--- config.mk ---
export PLATFORM = sky130hd
export DESIGN_NAME = des_keysched
export DESIGN_NICKNAME = d
export VERILOG_FILES = /design/src/sv/des_pkg.sv /design/src/sv/des_keysched.sv
export SDC_FILE = /design/constraint.sdc
export NUM_CORES = 1
export LEC_CHECK = 0
export BUFFER_PORTS_ARGS = -buffer_cell sky130_fd_sc_hd__buf_2
export CAP_MARGIN = 20
export CORE_AREA = 2 2 329 331
export DETAILED_ROUTE_END_ITERATION = 8
export DIE_AREA = 0 0 331 333
export HOLD_SLACK_MARGIN = 0.15
export PLACE_DENSITY_LB_ADDON = 0.1
export SLEW_MARGIN = 20
export SYNTH_ARGS = -nofsm -noshare
export SYNTH_HDL_FRONTEND = slang
export SYNTH_SLANG_ARGS = --single-unit
--- constraint.sdc ---
create_clock -name clk -period 0.9 [get_ports clk]
set_clock_uncertainty 0.2 [all_clocks]
set_input_delay 0.045 -clock clk [delete_from_list [all_inputs] [get_ports clk]]
set_output_delay 0.045 -clock clk [all_outputs]
set_load 0.01 [all_outputs]
--- src/sv/des_pkg.sv ---
// Package: DES permutation tables, S-boxes and round helper functions.
package des_pkg;

	localparam int NumRounds = 16;

	// Byte address of the key register on the configuration port
	localparam logic [2:0] ADDR_CIPHER_KEY = 3'd0;

	typedef logic [47:0] rkey_t;
	typedef logic [63:0] block_t;

	// Per-stage pipeline payload.
	typedef struct packed {
		logic        valid;
		logic        kind;
		logic        ok;
		logic [31:0] l;
		logic [31:0] r;
	} stage_t;

	localparam logic [6:0] TAB_IP [64] = '{
		58,50,42,34,26,18,10,2,60,52,44,36,28,20,12,4,
		62,54,46,38,30,22,14,6,64,56,48,40,32,24,16,8,
		57,49,41,33,25,17,9,1,59,51,43,35,27,19,11,3,
		61,53,45,37,29,21,13,5,63,55,47,39,31,23,15,7};

	localparam logic [6:0] TAB_FP [64] = '{
		40,8,48,16,56,24,64,32,39,7,47,15,55,23,63,31,
		38,6,46,14,54,22,62,30,37,5,45,13,53,21,61,29,
		36,4,44,12,52,20,60,28,35,3,43,11,51,19,59,27,
		34,2,42,10,50,18,58,26,33,1,41,9,49,17,57,25};

	localparam logic [5:0] TAB_E [48] = '{
		32,1,2,3,4,5,4,5,6,7,8,9,8,9,10,11,12,13,12,13,14,15,16,17,
		16,17,18,19,20,21,20,21,22,23,24,25,24,25,26,27,28,29,28,29,30,31,32,1};

	localparam logic [5:0] TAB_P [32] = '{
		16,7,20,21,29,12,28,17,1,15,23,26,5,18,31,10,
		2,8,24,14,32,27,3,9,19,13,30,6,22,11,4,25};

	localparam logic [6:0] TAB_PC1 [56] = '{
		57,49,41,33,25,17,9,1,58,50,42,34,26,18,
		10,2,59,51,43,35,27,19,11,3,60,52,44,36,
		63,55,47,39,31,23,15,7,62,54,46,38,30,22,
		14,6,61,53,45,37,29,21,13,5,28,20,12,4};

	localparam logic [5:0] TAB_PC2 [48] = '{
		14,17,11,24,1,5,3,28,15,6,21,10,23,19,12,4,26,8,16,7,27,20,13,2,
		41,52,31,37,47,55,30,40,51,45,33,48,44,49,39,56,34,53,46,42,50,36,29,32};

	localparam logic [1:0] TAB_SHIFT [16] = '{1,1,2,2,2,2,2,2,1,2,2,2,2,2,2,1};

	localparam logic [3:0] TAB_S [8][64] = '{
		'{14,4,13,1,2,15,11,8,3,10,6,12,5,9,0,7, 0,15,7,4,14,2,13,1,10,6,12,11,9,5,3,8,
		 4,1,14,8,13,6,2,11,15,12,9,7,3,10,5,0, 15,12,8,2,4,9,1,7,5,11,3,14,10,0,6,13},
		'{15,1,8,14,6,11,3,4,9,7,2,13,12,0,5,10, 3,13,4,7,15,2,8,14,12,0,1,10,6,9,11,5,
		 0,14,7,11,10,4,13,1,5,8,12,6,9,3,2,15, 13,8,10,1,3,15,4,2,11,6,7,12,0,5,14,9},
		'{10,0,9,14,6,3,15,5,1,13,12,7,11,4,2,8, 13,7,0,9,3,4,6,10,2,8,5,14,12,11,15,1,
		 13,6,4,9,8,15,3,0,11,1,2,12,5,10,14,7, 1,10,13,0,6,9,8,7,4,15,14,3,11,5,2,12},
		'{7,13,14,3,0,6,9,10,1,2,8,5,11,12,4,15, 13,8,11,5,6,15,0,3,4,7,2,12,1,10,14,9,
		 10,6,9,0,12,11,7,13,15,1,3,14,5,2,8,4, 3,15,0,6,10,1,13,8,9,4,5,11,12,7,2,14},
		'{2,12,4,1,7,10,11,6,8,5,3,15,13,0,14,9, 14,11,2,12,4,7,13,1,5,0,15,10,3,9,8,6,
		 4,2,1,11,10,13,7,8,15,9,12,5,6,3,0,14, 11,8,12,7,1,14,2,13,6,15,0,9,10,4,5,3},
		'{12,1,10,15,9,2,6,8,0,13,3,4,14,7,5,11, 10,15,4,2,7,12,9,5,6,1,13,14,0,11,3,8,
		 9,14,15,5,2,8,12,3,7,0,4,10,1,13,11,6, 4,3,2,12,9,5,15,10,11,14,1,7,6,0,8,13},
		'{4,11,2,14,15,0,8,13,3,12,9,7,5,10,6,1, 13,0,11,7,4,9,1,10,14,3,5,12,2,15,8,6,
		 1,4,11,13,12,3,7,14,10,15,6,8,0,5,9,2, 6,11,13,8,1,4,10,7,9,5,0,15,14,2,3,12},
		'{13,2,8,4,6,15,11,1,10,9,3,14,5,0,12,7, 1,15,13,8,10,3,7,4,12,5,6,11,0,14,9,2,
		 7,11,4,1,9,12,14,2,0,6,10,13,15,3,5,8, 2,1,14,7,4,10,8,13,15,12,9,0,3,5,6,11}};

	// Initial permutation.
	function automatic logic [63:0] perm_ip(input logic [63:0] x);
		logic [63:0] r;
		for (int i = 0; i < 64; i++) r[63-i] = x[64-TAB_IP[i]];
		return r;
	endfunction

	// Final permutation.
	function automatic logic [63:0] perm_fp(input logic [63:0] x);
		logic [63:0] r;
		for (int i = 0; i < 64; i++) r[63-i] = x[64-TAB_FP[i]];
		return r;
	endfunction

	// Pick the 56 key bits that matter, dropping parity, into the C and D halves.
	function automatic logic [55:0] perm_pc1(input logic [63:0] x);
		logic [55:0] r;
		for (int i = 0; i < 56; i++) r[55-i] = x[64-TAB_PC1[i]];
		return r;
	endfunction

	// Pick the 48 round-key bits from the rotated C and D halves.
	function automatic logic [47:0] perm_pc2(input logic [55:0] x);
		logic [47:0] r;
		for (int i = 0; i < 48; i++) r[47-i] = x[56-TAB_PC2[i]];
		return r;
	endfunction

	// Round function: expand the half block, mix in the key, S-boxes, permute.
	function automatic logic [31:0] round_f(input logic [31:0] r, input rkey_t k);
		logic [47:0] x;
		logic [31:0] s;
		logic [31:0] p;
		logic [5:0]  b;
		for (int i = 0; i < 48; i++) x[47-i] = r[32-TAB_E[i]];
		x = x ^ k;
		for (int i = 0; i < 8; i++) begin
			b = x[47-6*i -: 6];
			s[31-4*i -: 4] = TAB_S[i][{b[5], b[0], b[4:1]}];
		end
		for (int i = 0; i < 32; i++) p[31-i] = s[32-TAB_P[i]];
		return p;
	endfunction

endpackage

--- src/sv/des_keysched.sv ---
// Key schedule: derives and holds the 16 round keys and the key-loaded flag.
module des_keysched (
	input  logic                clk,
	input  logic                arst_n,
	input  logic                key_wr,
	input  logic [63:0]         key,
	output des_pkg::rkey_t      rkeys [des_pkg::NumRounds],
	output logic                key_loaded
);

	logic [55:0] cd;
	logic [27:0] c_tmp [des_pkg::NumRounds+1];
	logic [27:0] d_tmp [des_pkg::NumRounds+1];
	des_pkg::rkey_t rkeys_q [des_pkg::NumRounds];
	logic key_loaded_q;

	// Rotate C and D through the shift schedule
	always_comb begin
		cd = des_pkg::perm_pc1(key);
		c_tmp[0] = cd[55:28];
		d_tmp[0] = cd[27:0];
		for (int i = 0; i < des_pkg::NumRounds; i++) begin
			if (des_pkg::TAB_SHIFT[i] == 2'd1) begin
				c_tmp[i+1] = {c_tmp[i][26:0], c_tmp[i][27]};
				d_tmp[i+1] = {d_tmp[i][26:0], d_tmp[i][27]};
			end else begin
				c_tmp[i+1] = {c_tmp[i][25:0], c_tmp[i][27:26]};
				d_tmp[i+1] = {d_tmp[i][25:0], d_tmp[i][27:26]};
			end
		end
	end

	// Load round keys on a key write
	always_ff @(posedge clk) begin
		if (key_wr) begin
			for (int i = 0; i < des_pkg::NumRounds; i++)
				rkeys_q[i] <= des_pkg::perm_pc2({c_tmp[i+1], d_tmp[i+1]});
		end
	end

	// Track whether a key was ever loaded
	always_ff @(posedge clk or negedge arst_n) begin
		if (!arst_n) key_loaded_q <= 1'b0;
		else if (key_wr) key_loaded_q <= 1'b1;
	end

	assign rkeys      = rkeys_q;
	assign key_loaded = key_loaded_q;

endmodule

After elaboration in Yosys (flattened, before gate mapping)

Index checks and enable logic that the tools add are counted.

Logic and storage cells: 17
Output and inout port bits: 769
Register bits: 769

Depth between registers and ports, before layout

Depth in word-level cells: 0
Mapped depth: 1

Least setup slack after synthesis

Ideal clock, no wire load.

Path kind: reg-to-output
Start point: reg, netlist name rkeys[737]
End point: out rkeys[103] (netlist bit)
Setup slack: -115 ps
Stages on the path, launching flop included: 2
Arrival time: 770 ps
Buffers on the path: 1
Cells stage by stage: edfxtp_1 -> buf_4

RTL lines:

| element          | RTL line          | RTL |
|---|---|---|
| end: declaration | des_keysched.sv:7 | `output des_pkg::rkey_t rkeys [des_pkg::NumRounds],` |

==> impl_metrics.csv <==
group,metric,value,unit
cells_and_area,drive_gt1_share,88.5,%
grt,antenna_found_initial,2,
synthesis,netlist.area_leader.share,75.7,%
cells_and_area,syn_to_final_growth,55.5,%
placed_design,place_congestion,0.604,
detailed_routing,wl_per_cell,9.68,microns
synthesis,synthTopCellsByCount,"buf_4 (712), edfxtp_1 (56), dfrtp_1 (1), or2_1 (1)",
synthesis,synth_nets,837,
floorplan,die_area,110000,sq um
cells_and_area,finalNetCount,1100,
critical_path,crit_type,"flip-flop to output pin",
placed_design,place_inst,2335,
clock_tree,tritoncts,"yes",
cells_and_area,fillers,12300,
synthesis,synth_area_leaders,"buf_4 (76%), edfxtp_1 (24%), dfrtp_1 (0.35%), or2_1 (0.089%)",
timing,finalMaxSlewViolations,0,
floorplan,num_rows,120,
synthesis,ys_seq_elements,57,
synthesis,syn-cell-area,7060,sq um
synthesis,synth_top_area_cell,"buf_4",
detailed_routing,drt-met1-wl,7820,microns
clock_tree,cts_sinks,57,
clock_tree,cts.clk_slew.worst_paths,70,ps
detailed_routing,wl,23600,microns
power,power_density,1280,nW/um^2
placed_design,dpl.hpwl,18700,microns
critical_path,cpMaxStageDelayCell,"edfxtp_1",
critical_path,path_cells,"buf_6 > buf_2",
power,power.total,14.0,mW
clock_tree,clock_latency,380,ps
floorplan,ios,836,
critical_path,crit_fanout,11,
detailed_routing,drc,0,
timing,hold_viol,0,
grt,grt_pass1_vias,4124,
grt,grt_pass1_wl,30400,microns
detailed_routing,vias,4769,
detailed_routing,drt_first_iter_violations,81,
timing,fin_setup_tns,-353350,ps
detailed_routing,viasPerCell,1.95,
timing,slew_headroom,82.0,%
clock_tree,cts_buffers,9,
floorplan,initial_core_util,6.62,%
synthesis,synth_edf_count,56,
timing,grt_setup_unrepaired,"yes",
synthesis,synthDistinctLibCells,4,
timing,period_needed,1420,ps
critical_path,cp.required,650,ps
outcome,status,"finished, violations left",
power,leakagePower,5.22,nW
synthesis,ys.flop_type,"edfxtp_1",
floorplan,chipHeight,333,microns
synthesis,yosysWarnings,0,
grt,grt_max_degree,30,
timing,finalSetupViolCount,827,
synthesis,ys_seq_area_share,24.2,%
job,max_cap_violations,0,
floorplan,die_x,331,microns
detailed_routing,postRouteAntennaNets,0,
clock_tree,root_buffer,"clkbuf_16",
detailed_routing,routed-wl-met3,1990,microns
synthesis,syn_area_per_cell,9.17,sq um
detailed_routing,dr.max_layer_used,"met5",
critical_path,cp-start-kind,"flip-flop",
critical_path,cp.buffers_inverters,2,
clock_tree,cts_max_level,3,
power,irDropWorstVdd,0.000733,V
clock_tree,clockBufferDepth,2,
timing,max_freq,0.704,GHz
critical_path,setup.worst_path.end_class,"output pin",
timing,tightest_slew,269,ps
critical_path,arrival,1180,ps
synthesis,async_flop_share,1.75,%
synthesis,yosysMostFrequentCell,"buf_4",
hold_path,worst_hold_path_type,"input port to flip-flop",
placed_design,placement.io_buffers,827,
critical_path,cpPeakStageDelay,470,ps
timing,period_share,158,%
detailed_routing,met2RoutedLength,13500,microns
floorplan,core_area,107000,sq um
detailed_routing,drtPass1Iterations,4,
grt,overflow,0,
timing,whs,160,ps
timing,setup_slack,-520,ps
outcome,violations,"setup timing",
synthesis,netlist_instances,770,
critical_path,cpLargestDelayFamily,"flip-flops",
clock_tree,ctsHoldBuffers,59,
cells_and_area,stdcell_count,2442,
grt,grt_usage,3.97,%
## kinds of logic after synthesis
family                 synth area share (%)
buffers and inverters                  75.7
DFF                                    24.2
and+or+nand+nor                      0.0887
## area by class of cell
type	count	area (sq um)	area share, %
clock inverters	6	58.8	0.536
diodes	1	2.50	0.0228
clock buffers	10	229	2.09
well taps	1403	1760	16.0
flip-flops and latches	57	1710	15.5
multi-input cells	1	6.26	0.0570
repair buffers	964	7220	65.8
## state kept, by name, summed over array words and instances (netlist names)
register    count
key_loaded      1
rkeys          56
## report_power, final
| group | total [mW] | internal [mW] | switching [mW] |
|---|---|---|---|
| clock | 3.82 | 2.13 | 1.69 |
| combinational | 6.91 | 3.52 | 3.40 |
| sequential | 3.30 | 3.15 | 0.143 |
| total | 14.0 | 8.80 | 5.23 |
## routing by layer
| layer | GRT usage [%] | vias up |
|---|---|---|
| li1 | - | 2189 |
| met1 | 3.55 | 2184 |
| met2 | 7.68 | 381 |
| met3 | 1.91 | 13 |
| met4 | 1.22 | 2 |
| met5 | 0 | - |
## cell usage in the layout (no fill, tap or decap), drive strengths merged
cell / instances
edfxtp: 56
or2: 1
buf: 905
clkinvlp: 2
dlygate4sd3: 59
dfrtp: 1
clkbuf: 10
clkinv: 3
bufinv: 1
diode: 1
## path summary, 6_finish.rpt
path	startpoint	endpoint	depth (start not counted)	slack [ps]
setup / recovery	rkeys[720]$_DFFE_PP_	rkeys[208]	2	-520
hold / removal	key[38]	rkeys[753]$_DFFE_PP_	2	160
setup reg to reg	key_loaded$_DFFE_PN0P_	key_loaded$_DFFE_PN0P_	1	0
hold reg to reg	key_loaded$_DFFE_PN0P_	key_loaded$_DFFE_PN0P_	1	270
max in group asynchronous	arst_n	key_loaded$_DFFE_PN0P_	3	110
min in group asynchronous	arst_n	key_loaded$_DFFE_PN0P_	3	290
## stage by stage
step	worst slack [ps]	util, %	cell area, sq um
after floorplan	-115	-	7280
after global placement	-119	7.61	8120
after detailed placement	-131	7.61	8120
after CTS	-603	10.2	10900
after global routing	-616	10.3	11000
final	-520	10.3	11000
## repair_timing
item                                    in CTS  in global routing
cloned                                       1                  0
pin swaps                                    0                  0
buffers inserted                            30                  0
hold endpoints to repair                   114                 25
endpoints found under the setup margin     770                826
resized for setup                          320                 11
Note: power is estimated with default switching activity, not from simulation.
