[src/sv/des_pkg.sv]
// Package: DES permutation tables, S-boxes and round helper functions.
package des_pkg;

	localparam int NumRounds = 16;

	// Byte address of the key register on the configuration port
	localparam logic [2:0] ADDR_CIPHER_KEY = 3'd0;

	typedef logic [47:0] rkey_t;
	typedef logic [63:0] block_t;

	// Per-stage pipeline payload.
	typedef struct packed {
		logic        valid;
		logic        kind;
		logic        ok;
		logic [31:0] l;
		logic [31:0] r;
	} stage_t;

	localparam logic [6:0] TAB_IP [64] = '{
		58,50,42,34,26,18,10,2,60,52,44,36,28,20,12,4,
		62,54,46,38,30,22,14,6,64,56,48,40,32,24,16,8,
		57,49,41,33,25,17,9,1,59,51,43,35,27,19,11,3,
		61,53,45,37,29,21,13,5,63,55,47,39,31,23,15,7};

	localparam logic [6:0] TAB_FP [64] = '{
		40,8,48,16,56,24,64,32,39,7,47,15,55,23,63,31,
		38,6,46,14,54,22,62,30,37,5,45,13,53,21,61,29,
		36,4,44,12,52,20,60,28,35,3,43,11,51,19,59,27,
		34,2,42,10,50,18,58,26,33,1,41,9,49,17,57,25};

	localparam logic [5:0] TAB_E [48] = '{
		32,1,2,3,4,5,4,5,6,7,8,9,8,9,10,11,12,13,12,13,14,15,16,17,
		16,17,18,19,20,21,20,21,22,23,24,25,24,25,26,27,28,29,28,29,30,31,32,1};

	localparam logic [5:0] TAB_P [32] = '{
		16,7,20,21,29,12,28,17,1,15,23,26,5,18,31,10,
		2,8,24,14,32,27,3,9,19,13,30,6,22,11,4,25};

	localparam logic [6:0] TAB_PC1 [56] = '{
		57,49,41,33,25,17,9,1,58,50,42,34,26,18,
		10,2,59,51,43,35,27,19,11,3,60,52,44,36,
		63,55,47,39,31,23,15,7,62,54,46,38,30,22,
		14,6,61,53,45,37,29,21,13,5,28,20,12,4};

	localparam logic [5:0] TAB_PC2 [48] = '{
		14,17,11,24,1,5,3,28,15,6,21,10,23,19,12,4,26,8,16,7,27,20,13,2,
		41,52,31,37,47,55,30,40,51,45,33,48,44,49,39,56,34,53,46,42,50,36,29,32};

	localparam logic [1:0] TAB_SHIFT [16] = '{1,1,2,2,2,2,2,2,1,2,2,2,2,2,2,1};

	localparam logic [3:0] TAB_S [8][64] = '{
		'{14,4,13,1,2,15,11,8,3,10,6,12,5,9,0,7, 0,15,7,4,14,2,13,1,10,6,12,11,9,5,3,8,
		 4,1,14,8,13,6,2,11,15,12,9,7,3,10,5,0, 15,12,8,2,4,9,1,7,5,11,3,14,10,0,6,13},
		'{15,1,8,14,6,11,3,4,9,7,2,13,12,0,5,10, 3,13,4,7,15,2,8,14,12,0,1,10,6,9,11,5,
		 0,14,7,11,10,4,13,1,5,8,12,6,9,3,2,15, 13,8,10,1,3,15,4,2,11,6,7,12,0,5,14,9},
		'{10,0,9,14,6,3,15,5,1,13,12,7,11,4,2,8, 13,7,0,9,3,4,6,10,2,8,5,14,12,11,15,1,
		 13,6,4,9,8,15,3,0,11,1,2,12,5,10,14,7, 1,10,13,0,6,9,8,7,4,15,14,3,11,5,2,12},
		'{7,13,14,3,0,6,9,10,1,2,8,5,11,12,4,15, 13,8,11,5,6,15,0,3,4,7,2,12,1,10,14,9,
		 10,6,9,0,12,11,7,13,15,1,3,14,5,2,8,4, 3,15,0,6,10,1,13,8,9,4,5,11,12,7,2,14},
		'{2,12,4,1,7,10,11,6,8,5,3,15,13,0,14,9, 14,11,2,12,4,7,13,1,5,0,15,10,3,9,8,6,
		 4,2,1,11,10,13,7,8,15,9,12,5,6,3,0,14, 11,8,12,7,1,14,2,13,6,15,0,9,10,4,5,3},
		'{12,1,10,15,9,2,6,8,0,13,3,4,14,7,5,11, 10,15,4,2,7,12,9,5,6,1,13,14,0,11,3,8,
		 9,14,15,5,2,8,12,3,7,0,4,10,1,13,11,6, 4,3,2,12,9,5,15,10,11,14,1,7,6,0,8,13},
		'{4,11,2,14,15,0,8,13,3,12,9,7,5,10,6,1, 13,0,11,7,4,9,1,10,14,3,5,12,2,15,8,6,
		 1,4,11,13,12,3,7,14,10,15,6,8,0,5,9,2, 6,11,13,8,1,4,10,7,9,5,0,15,14,2,3,12},
		'{13,2,8,4,6,15,11,1,10,9,3,14,5,0,12,7, 1,15,13,8,10,3,7,4,12,5,6,11,0,14,9,2,
		 7,11,4,1,9,12,14,2,0,6,10,13,15,3,5,8, 2,1,14,7,4,10,8,13,15,12,9,0,3,5,6,11}};

	// Initial permutation.
	function automatic logic [63:0] perm_ip(input logic [63:0] x);
		logic [63:0] r;
		for (int i = 0; i < 64; i++) r[63-i] = x[64-TAB_IP[i]];
		return r;
	endfunction

	// Final permutation.
	function automatic logic [63:0] perm_fp(input logic [63:0] x);
		logic [63:0] r;
		for (int i = 0; i < 64; i++) r[63-i] = x[64-TAB_FP[i]];
		return r;
	endfunction

	// Pick the 56 key bits that matter, dropping parity, into the C and D halves.
	function automatic logic [55:0] perm_pc1(input logic [63:0] x);
		logic [55:0] r;
		for (int i = 0; i < 56; i++) r[55-i] = x[64-TAB_PC1[i]];
		return r;
	endfunction

	// Pick the 48 round-key bits from the rotated C and D halves.
	function automatic logic [47:0] perm_pc2(input logic [55:0] x);
		logic [47:0] r;
		for (int i = 0; i < 48; i++) r[47-i] = x[56-TAB_PC2[i]];
		return r;
	endfunction

	// Round function: expand the half block, mix in the key, S-boxes, permute.
	function automatic logic [31:0] round_f(input logic [31:0] r, input rkey_t k);
		logic [47:0] x;
		logic [31:0] s;
		logic [31:0] p;
		logic [5:0]  b;
		for (int i = 0; i < 48; i++) x[47-i] = r[32-TAB_E[i]];
		x = x ^ k;
		for (int i = 0; i < 8; i++) begin
			b = x[47-6*i -: 6];
			s[31-4*i -: 4] = TAB_S[i][{b[5], b[0], b[4:1]}];
		end
		for (int i = 0; i < 32; i++) p[31-i] = s[32-TAB_P[i]];
		return p;
	endfunction

endpackage

[src/sv/des_round.sv]
// One pipelined Feistel round with its stage register.
module des_round (
	input  logic            clk,
	input  logic            arst_n,
	input  des_pkg::stage_t in_s,
	input  des_pkg::rkey_t  k_enc,
	input  des_pkg::rkey_t  k_dec,
	output des_pkg::stage_t out_s
);

	des_pkg::stage_t nxt;
	des_pkg::stage_t stg_s1;

	// Apply the round with the key chosen by the item's direction
	always_comb begin
		nxt   = in_s;
		nxt.l = in_s.r;
		nxt.r = in_s.l ^ des_pkg::round_f(in_s.r, in_s.kind ? k_dec : k_enc);
	end

	// Advance the stage; reset clears only the valid bit
	always_ff @(posedge clk or negedge arst_n) begin
		if (!arst_n) stg_s1.valid <= 1'b0;
		else stg_s1 <= nxt;
	end

	assign out_s = stg_s1;

endmodule

[config.mk]
export PLATFORM = sky130hd
export DESIGN_NAME = des_round
export DESIGN_NICKNAME = d
export VERILOG_FILES = /design/src/sv/des_pkg.sv /design/src/sv/des_round.sv
export SDC_FILE = /design/constraint.sdc
export NUM_CORES = 1
export LEC_CHECK = 0
export ABC_AREA = 1
export BUFFER_PORTS_ARGS = -buffer_cell sky130_fd_sc_hd__buf_4
export CAP_MARGIN = 15
export CORE_MARGIN = 2
export CORE_UTILIZATION = 55
export DETAILED_ROUTE_END_ITERATION = 6
export GPL_ROUTABILITY_DRIVEN = 0
export HOLD_SLACK_MARGIN = 0.12
export PLACE_DENSITY = 0.9
export SYNTH_ARGS = -nofsm -noshare
export SYNTH_HDL_FRONTEND = slang
export SYNTH_SLANG_ARGS = --single-unit
[constraint.sdc]
create_clock -name clk -period 0.8 [get_ports clk]
set_clock_uncertainty 0.05 [all_clocks]
set_input_delay 0.08 -clock clk [delete_from_list [all_inputs] [get_ports clk]]
set_output_delay 0.08 -clock clk [all_outputs]
set_load 0.02 [all_outputs]
==> results.md, run 1 <==
## Synthesis
- **count of state elements after synthesis** 67
- **warnings from Yosys** 0
- **post-synthesis area per instance** 5.821 um^2
- **leading area contributor after synthesis** sky130_fd_sc_hd__nand2_1
- **Mapped Area** 9099 um^2
- **portion of the post-synthesis area used by sequential elements** 22.06%
- **post-synth net total** 1,790
- **simple-gate share of the synthesized area** 56.13%
- **library cells used by synthesis** 24
- **share of the synthesized area in compound gates (AO/OA/AOI/OAI)** 1.018%
- **Post-Synth Adder-Cell Area** 8.526%
- **largest family of logic cells by synthesized area** simple AND/OR/NAND/NOR gates
- **top cell type's share of synthesized area** 29.66%
- **synthesized-area fraction occupied by xor and xnor cells** 1.788%
- **post-synthesis mux area share** 0%
- **leading cell types by total area after synthesis** sky130_fd_sc_hd__nand2_1 (30%), sky130_fd_sc_hd__nand3_1 (23%), sky130_fd_sc_hd__edfxtp_1 (22%), sky130_fd_sc_hd__ha_1 (8.5%), sky130_fd_sc_hd__inv_1 (7.0%)
- **number of cells produced by synthesis** 1,563

## Floorplan
- **die outline height** 132.6 um
- **# rows** 47
- **die width** 132.6 um
- **Initial Util** 55.66%
- **number of top-level design ports** 232

## STA
- **pin type at the end of the worst path** sequential cell input
- **Crit. endpoint post-GRT repair** out_s[28]$_DFFE_PP_/D

## Clocking
- **CTS max path bufs** 2
- **number of sinks driven by the clock tree** 67
- **cts bufs inserted** 9
- **level count of the clock H-tree** 3
- **buffer cell driving the clock tree root** sky130_fd_sc_hd__clkbuf_16

## Global routing
- **pin count of the biggest net entering global routing** 29

## Placement
- **Cell Count Post-Placement** 2,115
- **placed wire-length estimate** 23,290 um
- **number of buffers inserted by port buffering** 231

## Run status
- **outcome** stopped before the end
- **last stage the flow got to** global routing
- **first error in the log** [ERROR DPL-0038] Utilization greater than 100%, impossible to legalize

-- per-stage QoR --
step / worst slack [ns] / cell area, um^2 / TNS (ns)
after detailed placement: -1.302 / 12410 / -39.43
after floorplan: -0.9699 / 9527 / -29.03
after CTS: -0.6992 / 14560 / -35.14
after global placement: -1.187 / 12410 / -37.08
-- timing repair --
item | CTS
gates cloned | 16
resized for setup | 276
pin swaps | 27
endpoints found under the setup margin | 99
hold endpoints to repair | 69
setup buffers | 11
hold buffers | 51
-- cells in the mapped netlist --
library cell / instances
sky130_fd_sc_hd__nand2_1: 719
sky130_fd_sc_hd__nand3_1: 421
sky130_fd_sc_hd__inv_1: 169
sky130_fd_sc_hd__edfxtp_1: 66
sky130_fd_sc_hd__ha_1: 62
sky130_fd_sc_hd__buf_4: 19
sky130_fd_sc_hd__nand2_2: 17
sky130_fd_sc_hd__nand3b_1: 16
sky130_fd_sc_hd__buf_2: 15
sky130_fd_sc_hd__inv_2: 9
sky130_fd_sc_hd__o21ai_0: 9
sky130_fd_sc_hd__xor2_1: 8
sky130_fd_sc_hd__buf_6: 6
sky130_fd_sc_hd__nor2_1: 5
sky130_fd_sc_hd__o21ai_1: 5
sky130_fd_sc_hd__xor2_2: 4
sky130_fd_sc_hd__a21oi_1: 3
sky130_fd_sc_hd__nand3_2: 2
sky130_fd_sc_hd__nand4_1: 2
sky130_fd_sc_hd__or2_2: 2
sky130_fd_sc_hd__dfrtp_1: 1
sky130_fd_sc_hd__nand2_4: 1
sky130_fd_sc_hd__o211ai_1: 1
sky130_fd_sc_hd__xor2_4: 1
-- cell families after synthesis --
family / count (synthesis)
AO/OA/AOI/OAI: 18
XOR/XNOR: 13
adder cells (fa/ha/maj): 62
buffers and inverters: 218
flip-flops: 67
AND/OR/NAND/NOR: 1185
==> run 2, diff against run 1 <==
--- a/config.mk
+++ b/config.mk
@@ -9,11 +9,10 @@
 export BUFFER_PORTS_ARGS = -buffer_cell sky130_fd_sc_hd__buf_4
 export CAP_MARGIN = 15
 export CORE_MARGIN = 2
-export CORE_UTILIZATION = 55
+export CORE_UTILIZATION = 40
 export DETAILED_ROUTE_END_ITERATION = 6
 export GPL_ROUTABILITY_DRIVEN = 0
-export HOLD_SLACK_MARGIN = 0.12
-export PLACE_DENSITY = 0.9
+export PLACE_DENSITY_LB_ADDON = 0.15
 export SYNTH_ARGS = -nofsm -noshare
 export SYNTH_HDL_FRONTEND = slang
 export SYNTH_SLANG_ARGS = --single-unit
==> results.md, run 2 <==
## STA
- **share of the clock period used by the worst path after layout** 199.4%
- **final number of setup-violating endpoints** 99
- **min cycle time layout** 1.596 ns
- **setup repair after global routing missed its margin** true
- **minimum setup slack in the final design** -0.7955 ns
- **count of final max-slew check failures** 0
- **total negative slack for setup checks** -36.30 ns
- **Hold Vio Cnt, Final** 9
- **actual slew at the worst max-slew pin** 0.3063 ns
- **Slew headroom** 79.51%
- **hold slack final** -0.02517 ns
- **maximum operating frequency** 626.7 MHz

## Synthesis
- **leading cell types by total area after synthesis** sky130_fd_sc_hd__nand2_1 (30%), sky130_fd_sc_hd__nand3_1 (23%), sky130_fd_sc_hd__edfxtp_1 (22%), sky130_fd_sc_hd__ha_1 (8.5%), sky130_fd_sc_hd__inv_1 (7.0%)
- **number of cells produced by synthesis** 1,563
- **most used flip-flop cell after synthesis** sky130_fd_sc_hd__edfxtp_1
- **post-synthesis area per instance** 5.821 um^2
- **leading area contributor after synthesis** sky130_fd_sc_hd__nand2_1
- **library cells used by synthesis** 24
- **warnings from Yosys** 0
- **number of flops mapped to enable cells by yosys** 66
- **top cell type's share of synthesized area** 29.66%
- **share of async-settable or async-resettable flops after synthesis** 1.493%
- **leading post-synthesis cells by instance count** sky130_fd_sc_hd__nand2_1 (719), sky130_fd_sc_hd__nand3_1 (421), sky130_fd_sc_hd__inv_1 (169)
- **post-synth net total** 1,790
- **Mapped Area** 9099 um^2
- **count of state elements after synthesis** 67
- **most used standard cell by instance count after synthesis** sky130_fd_sc_hd__nand2_1
- **portion of the post-synthesis area used by sequential elements** 22.06%

## Floorplan
- **# rows** 55
- **Initial Util** 40.43%
- **floorplan core area** 22,500 um^2
- **die outline height** 154.8 um
- **Die ar.** 23,970 um^2
- **number of top-level design ports** 232
- **die width** 154.8 um

## Drt
- **per-cell via count in the routed design** 5.394
- **wire length per cell** 16.57 um
- **1st-iter DRT viols** 971
- **routed wire length** 38,210 um
- **# DRC** 0
- **first-pass detailed-route iteration total** 7
- **number of nets with antenna violations after routing** 0
- **vias after detailed routing** 12.44k

## Setup path
- **worst setup path end** out_s[3]$_DFFE_PP_
- **cells along the critical path** buf_16 -> buf_16 -> nand2_8 -> nand2_4 -> nand2_4 -> nand2_8 -> ha_4 -> inv_4 -> nand2_4 -> nand3_1 -> nand3_1 -> nand3_2 -> nand3b_1 -> nand2_1
- **crit path capture type** flop
- **data arrival time of the worst path** 1.66 ns
- **CP startpoint kind** input port
- **slowest cell on the critical path** sky130_fd_sc_hd__ha_4
- **highest net fanout along the worst path** 8
- **Top Family by Delay on Critical Path** simple AND/OR/NAND/NOR gates
- **required arrival time at the worst endpoint** 0.87 ns
- **total number of cells along the worst setup path** 14
- **Crit. Startpoint** in_s[65]
- **count of buffer and inverter cells on the critical path** 3
- **critical path's most frequent cell** sky130_fd_sc_hd__nand2_4
- **kind of critical path** in -> reg
- **CP max stage delay** 0.33 ns

## Clocking
- **clock-pin slew on the worst setup and hold paths** 0.07 ns
- **cts bufs inserted** 9
- **CTS tree** yes
- **hold buffers post-CTS** 51
- **CTS max path bufs** 2
- **level count of the clock H-tree** 3
- **buffer cell driving the clock tree root** sky130_fd_sc_hd__clkbuf_16
- **number of sinks driven by the clock tree** 67

## Final layout
- **# diodes** 0
- **top library cells by usage in the layout, fill and taps aside** sky130_fd_sc_hd__nand2_1 (542), sky130_fd_sc_hd__buf_4 (303), sky130_fd_sc_hd__nand3_1 (262), sky130_fd_sc_hd__inv_1 (150), sky130_fd_sc_hd__nand3_2 (139)
- **proportion of layout cells with a drive suffix above 1** 43.74%
- **final cell count without fillers** 2,306
- **max reg flops** 67
- **area used by sequential logic in the layout** 2007 um^2
- **number of nets at the end of the flow** 2,243
- **most common cell after layout, fill and taps aside** sky130_fd_sc_hd__nand2_1
- **Filler cells** 1,615
- **area grow syn2layout** 80.67%
- **area taken by multi-input logic gates** 8511 um^2

## Power and ir drop
- **Static Leak** 0.008411 uW
- **total power after layout** 22,820 uW
- **VDD IR-drop max** 0.8677 mV
- **Power per Cell Area** 1388 nW/um^2

## Placement
- **placed wire-length estimate** 23,020 um
- **number of buffers inserted by port buffering** 231
- **Cell Count Post-Placement** 2,191

## Global routing
- **antenna violations before repair** 1
- **number of global-route vias before repair** 11.33k
- **pin count of the biggest net entering global routing** 34
- **wire length of the first global-routing pass** 54,940 um
- **gr ovfl total** 0
- **all-layer global routing usage** 28.24%

## Run status
- **violations in the final reports** hold timing, setup timing
- **outcome** complete, but fails checks

## Flow run
- **max-cap violations** 0

## Worst hold path
- **classification of the worst-slack hold path** in -> reg

==> run 2: cell counts after synthesis <==
No cell type changed its count.
==> run 2: cell type report <==
type | count | share of cell area, %
Multi-Input combinational cell | 1282 | 51.77
Timing Repair Buffer | 473 | 26.89
Sequential cell | 67 | 12.21
Inverter | 178 | 4.384
Tap cell | 285 | 2.169
Clock buffer | 10 | 1.393
Clock inverter | 6 | 0.6318
Timing Repair inverter | 5 | 0.5480
==> run 2: how the worst min path moves through the flow <==
stage | cells past startpoint | end | slack, ns | startpoint
final | 2 | out_s[37]$_DFFE_PP_ | -0.03 | in_s[5]
after global routing | 2 | out_s[37]$_DFFE_PP_ | -0.03 | in_s[5]
after CTS | 2 | out_s[37]$_DFFE_PP_ | -0.04 | in_s[5]
after detailed placement | 2 | out_s[66]$_DFF_PN0_ | 0.006 | arst_n
after global placement | 2 | out_s[66]$_DFF_PN0_ | 0.007 | arst_n
after floorplan | 0 | out_s[66]$_DFF_PN0_ | -0.27 | arst_n
==> run 2: cell families after synthesis <==
logic type,Yosys count,synth area share (%)
flip-flops,67,22.06
XOR/XNOR,13,1.788
AO/OA/AOI/OAI,18,1.018
buffers and inverters,218,10.48
adder cells (fa/ha/maj),62,8.526
AND/OR/NAND/NOR,1185,56.13
==> run 2: per-stage QoR <==
step           utilization, %  hold WS, ns  setup slack [ns]  instance area, um^2
6_report                73.05     -0.02517           -0.7955                16440
5_1_grt                 73.05     -0.02508           -0.8438                16440
4_1_cts                 66.91     -0.03726           -0.6883                15060
3_5_place_dp            55.81     0.006281            -1.279                12560
3_3_place_gp            55.81     0.006717            -1.249                12560
2_1_floorplan               -      -0.2656           -0.9699                 9527
==> run 2: per-layer routing <==
layer	wire length (um)	global-route usage, %	part of all wire, %
met2	19370	49.45	51
met4	1336	11.33	3.5
met1	14560	34.27	38
met5	0	0	0
met3	2952	5.099	7.7
==> run 2: timing repair <==
action                                  in CTS  in global routing
hold endpoints to repair                    62                  7
cloned                                      16                  3
setup buffers                               14                 16
pin swaps                                   50                103
endpoints found under the setup margin      99                 99
gates resized for setup                    315                281
==> run 2: report_power, final <==
group | total, uW | switching, uW | internal [uW]
Clock | 4840 | 1810 | 3030
Sequential | 4650 | 219 | 4430
Combinational | 13300 | 7520 | 5810
(Power assumes the default switching activity.)
==> run 3, diff against run 2 <==
--- a/config.mk
+++ b/config.mk
@@ -6,10 +6,11 @@
 export NUM_CORES = 1
 export LEC_CHECK = 0
 export ABC_AREA = 1
-export BUFFER_PORTS_ARGS = -buffer_cell sky130_fd_sc_hd__buf_4
+export BUFFER_PORTS_ARGS = -buffer_cell sky130_fd_sc_hd__buf_2
 export CAP_MARGIN = 15
 export CORE_MARGIN = 2
 export CORE_UTILIZATION = 40
+export CTS_CLUSTER_SIZE = 40
 export DETAILED_ROUTE_END_ITERATION = 6
 export GPL_ROUTABILITY_DRIVEN = 0
 export PLACE_DENSITY_LB_ADDON = 0.15
==> results.md, run 3 (synthesis gave the netlist of run 2 again) <==
## Global routing
- **gr ovfl total** 0
- **all-layer global routing usage** 26.80%
- **wire length of the first global-routing pass** 52,360 um
- **number of global-route vias before repair** 11.27k
- **antenna violations before repair** 0
- **pin count of the biggest net entering global routing** 33

## Setup path
- **required arrival time at the worst endpoint** 0.86 ns
- **highest net fanout along the worst path** 7
- **kind of critical path** in -> reg
- **crit path capture type** flop
- **data arrival time of the worst path** 1.65 ns
- **CP startpoint kind** input port
- **Crit. Startpoint** in_s[65]

## Drt
- **routed wire length** 38,390 um
- **vias after detailed routing** 12.55k
- **number of nets with antenna violations after routing** 0
- **highest metal used** met4
- **per-cell via count in the routed design** 5.395
- **first-pass detailed-route iteration total** 6
- **Routed met2 length** 19,430 um
- **wire length per cell** 16.50 um
- **# DRC** 0
- **1st-iter DRT viols** 833
- **total met3 wirelength after detailed routing** 2430 um
- **routed length on met1** 14,810 um

## Final layout
- **# diodes** 0
- **Layout Utilization** 73.95%
- **final cell count without fillers** 2,327
- **max reg flops** 67
- **proportion of layout cells with a drive suffix above 1** 47.11%
- **most common cell after layout, fill and taps aside** sky130_fd_sc_hd__nand2_1
- **number of nets at the end of the flow** 2,264
- **top library cells by usage in the layout, fill and taps aside** sky130_fd_sc_hd__nand2_1 (509), sky130_fd_sc_hd__nand3_1 (230), sky130_fd_sc_hd__buf_2 (182), sky130_fd_sc_hd__nand3_2 (158), sky130_fd_sc_hd__inv_1 (154)
- **area grow syn2layout** 82.89%
- **Filler cells** 1,643

## Clocking
- **CTS tree** yes
- **number of sinks driven by the clock tree** 67
- **clock-pin slew on the worst setup and hold paths** 0.06 ns
- **buffer cell driving the clock tree root** sky130_fd_sc_hd__clkbuf_16
- **cts bufs inserted** 9
- **level count of the clock H-tree** 3
- **hold buffers post-CTS** 53
- **CTS max path bufs** 2

## STA
- **final number of setup-violating endpoints** 99
- **minimum setup slack in the final design** -0.7864 ns
- **Slew headroom** 80.22%
- **setup repair after global routing missed its margin** true
- **count of final max-slew check failures** 0
- **hold slack final** -0.01712 ns
- **Hold Vio Cnt, Final** 2
- **actual slew at the worst max-slew pin** 0.2964 ns
- **share of the clock period used by the worst path after layout** 198.3%
- **maximum operating frequency** 630.3 MHz
- **min cycle time layout** 1.586 ns
- **total negative slack for setup checks** -36.50 ns

## Floorplan
- **die width** 154.8 um
- **floorplan core area** 22,500 um^2
- **Initial Util** 40.43%
- **die outline height** 154.8 um
- **Die ar.** 23,970 um^2
- **number of top-level design ports** 232
- **# rows** 55

## Run status
- **outcome** complete, but fails checks
- **violations in the final reports** hold timing, setup timing

## Flow run
- **max-cap violations** 0

## Worst hold path
- **classification of the worst-slack hold path** in -> reg
- **Worst Min Path Start** in_s[7]

## Placement
- **placed wire-length estimate** 23,100 um
- **Cell Count Post-Placement** 2,197
- **number of buffers inserted by port buffering** 231

## Power and ir drop
- **VDD IR-drop max** 0.9616 mV
- **Static Leak** 0.008510 uW
- **Power per Cell Area** 1337 nW/um^2
- **total power after layout** 22,240 uW

[run 3: changes by cell type in the layout (fill, tap and decap cells not counted), moves of 7 or more]
cell,previous run,this run
sky130_fd_sc_hd__buf_2,0,182
sky130_fd_sc_hd__buf_4,303,150
sky130_fd_sc_hd__buf_6,93,75
sky130_fd_sc_hd__nand2_1,542,509
sky130_fd_sc_hd__nand2_2,120,127
sky130_fd_sc_hd__nand2_4,67,91
sky130_fd_sc_hd__nand3_1,262,230
sky130_fd_sc_hd__nand3_2,139,158
sky130_fd_sc_hd__nand3_4,22,35
[run 3: cell type report]
class,count,area (um^2),area share [%]
Inverter,178,730.7,4.391
Clock buffer,12,236.5,1.421
Multi-Input combinational cell,1286,9101,54.69
Tap cell,285,356.6,2.143
Clock inverter,4,41.29,0.2481
Timing Repair Buffer,489,4025,24.19
Timing Repair inverter,6,142.6,0.8571
Sequential cell,67,2007,12.06
[run 3: worst paths after layout]
check                      depth (start not counted)                   to
max in group asynchronous                          3  out_s[66]$_DFF_PN0_
min in group asynchronous                          3  out_s[66]$_DFF_PN0_
setup / recovery                                  15   out_s[9]$_DFFE_PP_
hold / removal                                     2  out_s[39]$_DFFE_PP_
[run 3: through the flow]
| step | setup slack [ns] | instance area [um^2] |
|---|---|---|
| 2_1_floorplan | -0.9699 | 9527 |
| 3_3_place_gp | -1.243 | 12030 |
| 3_5_place_dp | -1.307 | 12030 |
| 4_1_cts | -0.7067 | 14260 |
| 5_1_grt | -0.8753 | 16640 |
| 6_report | -0.7864 | 16640 |
[run 3: what timing repair did]
action	in CTS	in global routing
endpoints found under the setup margin	99	99
resized for setup	297	458
gates cloned	9	16
buffers inserted	17	21
pin swaps	87	167
endpoints found under the hold margin	57	1
[run 3: power breakdown]
part / leakage [uW] / internal [uW] / switching (uW)
clock network: 0.000133 / 2390 / 1700
registers: 0.000656 / 4430 / 192
logic: 0.00772 / 5680 / 7850
total: 0.00851 / 12500 / 9740
[run 3: worst max-delay path, cell delays in order]
cell                      delay (ns)
sky130_fd_sc_hd__buf_16         0.12
sky130_fd_sc_hd__buf_4          0.22
sky130_fd_sc_hd__nand2_8        0.08
sky130_fd_sc_hd__nand3_4        0.09
sky130_fd_sc_hd__nand2_8        0.09
sky130_fd_sc_hd__ha_4           0.31
sky130_fd_sc_hd__inv_4          0.05
sky130_fd_sc_hd__nand2_2        0.09
sky130_fd_sc_hd__nand2_1        0.08
sky130_fd_sc_hd__nand2_1        0.08
sky130_fd_sc_hd__nand3_1        0.09
sky130_fd_sc_hd__nand3_1        0.12
sky130_fd_sc_hd__nand2_1        0.06
sky130_fd_sc_hd__nand2_1        0.05
sky130_fd_sc_hd__nand2_1        0.04
[run 3: routing by layer]
layer / track usage [%] / vias up
met5: 0 / -
met4: 11.90 / 0
met3: 3.614 / 144
met2: 47.47 / 588
met1: 32.40 / 5793
li1: - / 6029
==> run 4, diff against run 3 <==
--- a/config.mk
+++ b/config.mk
@@ -13,6 +13,7 @@
 export CTS_CLUSTER_SIZE = 40
 export DETAILED_ROUTE_END_ITERATION = 6
 export GPL_ROUTABILITY_DRIVEN = 0
+export MAX_ROUTING_LAYER = met4
 export PLACE_DENSITY_LB_ADDON = 0.15
 export SYNTH_ARGS = -nofsm -noshare
 export SYNTH_HDL_FRONTEND = slang
==> results.md, run 4 (synthesis gave the netlist of run 2 again) <==
## Run status
- **outcome** complete, but fails checks
- **violations in the final reports** hold timing, setup timing

## Global routing
- **wire length of the first global-routing pass** 52,340 um
- **met3 Track Usage GR** 3.306%
- **met1 usage in global routing** 32.64%
- **routing usage on met2** 47.45%
- **all-layer global routing usage** 27.61%
- **gr ovfl total** 0
- **pin count of the biggest net entering global routing** 33
- **number of global-route vias before repair** 11.27k
- **layer carrying the most global-route usage** met2
- **antenna violations before repair** 0

## STA
- **Hold Vio Cnt, Final** 2
- **minimum setup slack in the final design** -0.7883 ns
- **count of final max-slew check failures** 0
- **min cycle time layout** 1.588 ns
- **final number of setup-violating endpoints** 99
- **hold slack final** -0.01677 ns
- **actual slew at the worst max-slew pin** 0.2928 ns
- **setup repair after global routing missed its margin** true
- **total negative slack for setup checks** -36.53 ns
- **share of the clock period used by the worst path after layout** 198.5%
- **maximum operating frequency** 629.6 MHz
- **Slew headroom** 80.46%

## Drt
- **# DRC** 0
- **1st-iter DRT viols** 847
- **wire length per cell** 16.35 um
- **vias after detailed routing** 12.46k
- **routed wire length** 38,030 um
- **first-pass detailed-route iteration total** 6
- **number of nets with antenna violations after routing** 0
- **per-cell via count in the routed design** 5.356

## Worst hold path
- **instance count along the most critical hold path** 2
- **Worst Min Path Start** in_s[7]
- **Hold Path End** out_s[39]$_DFFE_PP_
- **classification of the worst-slack hold path** in -> reg

## Clocking
- **hold buffers post-CTS** 53
- **number of sinks driven by the clock tree** 67
- **level count of the clock H-tree** 3
- **clock-pin slew on the worst setup and hold paths** 0.06 ns
- **cts bufs inserted** 9
- **buffer cell driving the clock tree root** sky130_fd_sc_hd__clkbuf_16
- **CTS max path bufs** 2
- **CTS tree** yes

## Floorplan
- **Die ar.** 23,970 um^2
- **Initial Util** 40.43%
- **number of top-level design ports** 232
- **# rows** 55
- **floorplan core area** 22,500 um^2
- **die width** 154.8 um
- **die outline height** 154.8 um

## Power and ir drop
- **Power per Cell Area** 1337 nW/um^2
- **switching part of the total power** 43.71%
- **Clock Power Share** 18.5%
- **power share of the combinational group** 60.7%
- **VDD IR-drop max** 0.9646 mV
- **total internal power** 12,490 uW
- **net switching component of the power** 9701 uW
- **Static Leak** 0.008505 uW
- **portion of total power attributed to sequential cells** 20.8%

## Setup path
- **data arrival time of the worst path** 1.65 ns
- **CP max stage delay** 0.31 ns
- **slowest cell on the critical path** sky130_fd_sc_hd__ha_4
- **crit path capture type** flop
- **cells along the critical path** buf_16 -> buf_4 -> nand2_8 -> nand3_4 -> nand2_8 -> ha_4 -> inv_4 -> nand2_2 -> nand2_1 -> nand2_1 -> nand3_1 -> nand3_1 -> nand2_1 -> nand2_1 -> nand2_1
- **kind of critical path** in -> reg
- **CP startpoint kind** input port
- **critical path's most frequent cell** sky130_fd_sc_hd__nand2_1
- **highest net fanout along the worst path** 7
- **required arrival time at the worst endpoint** 0.86 ns

## Placement
- **number of buffers inserted by port buffering** 231
- **placed wire-length estimate** 23,100 um
- **cell area after placement** 12,030 um^2

## Final layout
- **max reg flops** 67
- **area used by sequential logic in the layout** 2007 um^2
- **# diodes** 0
- **most common cell after layout, fill and taps aside** sky130_fd_sc_hd__nand2_1
- **area grow syn2layout** 82.40%
- **Filler cells** 1,650
- **area taken by multi-input logic gates** 9062 um^2
- **number of nets at the end of the flow** 2,263
- **proportion of layout cells with a drive suffix above 1** 46.94%
- **top library cells by usage in the layout, fill and taps aside** sky130_fd_sc_hd__nand2_1 (510), sky130_fd_sc_hd__nand3_1 (231), sky130_fd_sc_hd__buf_2 (181), sky130_fd_sc_hd__nand3_2 (158), sky130_fd_sc_hd__inv_1 (153)
- **summed area of non-filler cells in the final layout** 16,600 um^2

## Flow run
- **max-cap violations** 0

[run 4: worst max path at each step]
stage	from	endpoint	slack, ns	cells after the start
2_1_floorplan	in_s[65]	out_s[25]$_DFFE_PP_	-0.97	16
3_3_place_gp	in_s[65]	out_s[5]$_DFFE_PP_	-1.24	13
3_5_place_dp	in_s[65]	out_s[5]$_DFFE_PP_	-1.31	13
4_1_cts	in_s[65]	out_s[30]$_DFFE_PP_	-0.71	14
5_1_grt	in_s[65]	out_s[9]$_DFFE_PP_	-0.88	15
6_report	in_s[65]	out_s[9]$_DFFE_PP_	-0.79	15
[run 4: final cells by class]
type                       count  share of cell area [%]
clock buffer                  12                   1.425
clock inverter                 4                  0.2488
inverter                     178                   4.403
multi-input combinational   1286                   54.61
sequential                    67                   12.09
tap                          285                   2.149
timing repair buffer         488                   24.25
timing repair inverter         6                  0.8293
[run 4: metrics by stage]
step	total power [uW]	util [%]	instances	hold slack, ns	worst slack [ns]
6_report	22190	73.75	2326	-0.01677	-0.7883
4_1_cts	19710	63.39	2292	-0.02952	-0.7067
3_5_place_dp	14050	53.46	2197	-0.0006833	-1.307
3_3_place_gp	13960	53.46	2197	0.003621	-1.243
2_1_floorplan	10840	-	1563	-0.2656	-0.9699
5_1_grt	23470	73.75	2326	-0.008336	-0.8753
[run 4: layer usage]
layer  up-vias  wire (um)
met2       588      19190
met5         -          0
met1      5704      14670
met3       135       2445
met4         0       1728
li1       6030          -
[run 4: power groups by stage]
| stage | sequential, uW | clock (uW) | combinational [uW] |
|---|---|---|---|
| after floorplan | 5180 | 0 | 5660 |
| after detailed placement | 4600 | 0 | 9450 |
| after CTS | 4560 | 4120 | 11000 |
| after global routing | 4650 | 4260 | 14600 |
| final | 4620 | 4100 | 13500 |
| after global placement | 4610 | 0 | 9350 |
[run 4: worst max-delay path, delay by kind of cell]
kind                       cells  cell delay (ns)
adders and majority gates      1             0.31
buffers and inverters          3             0.39
and+or+nand+nor               11             0.86
[run 4: repair_timing]
action                     CTS  global route
setup endpoints to repair   99            99
buffers inserted            17            21
pin swaps                   87           162
gates resized for setup    297           452
cloned                       9            15
hold endpoints to repair    57             1
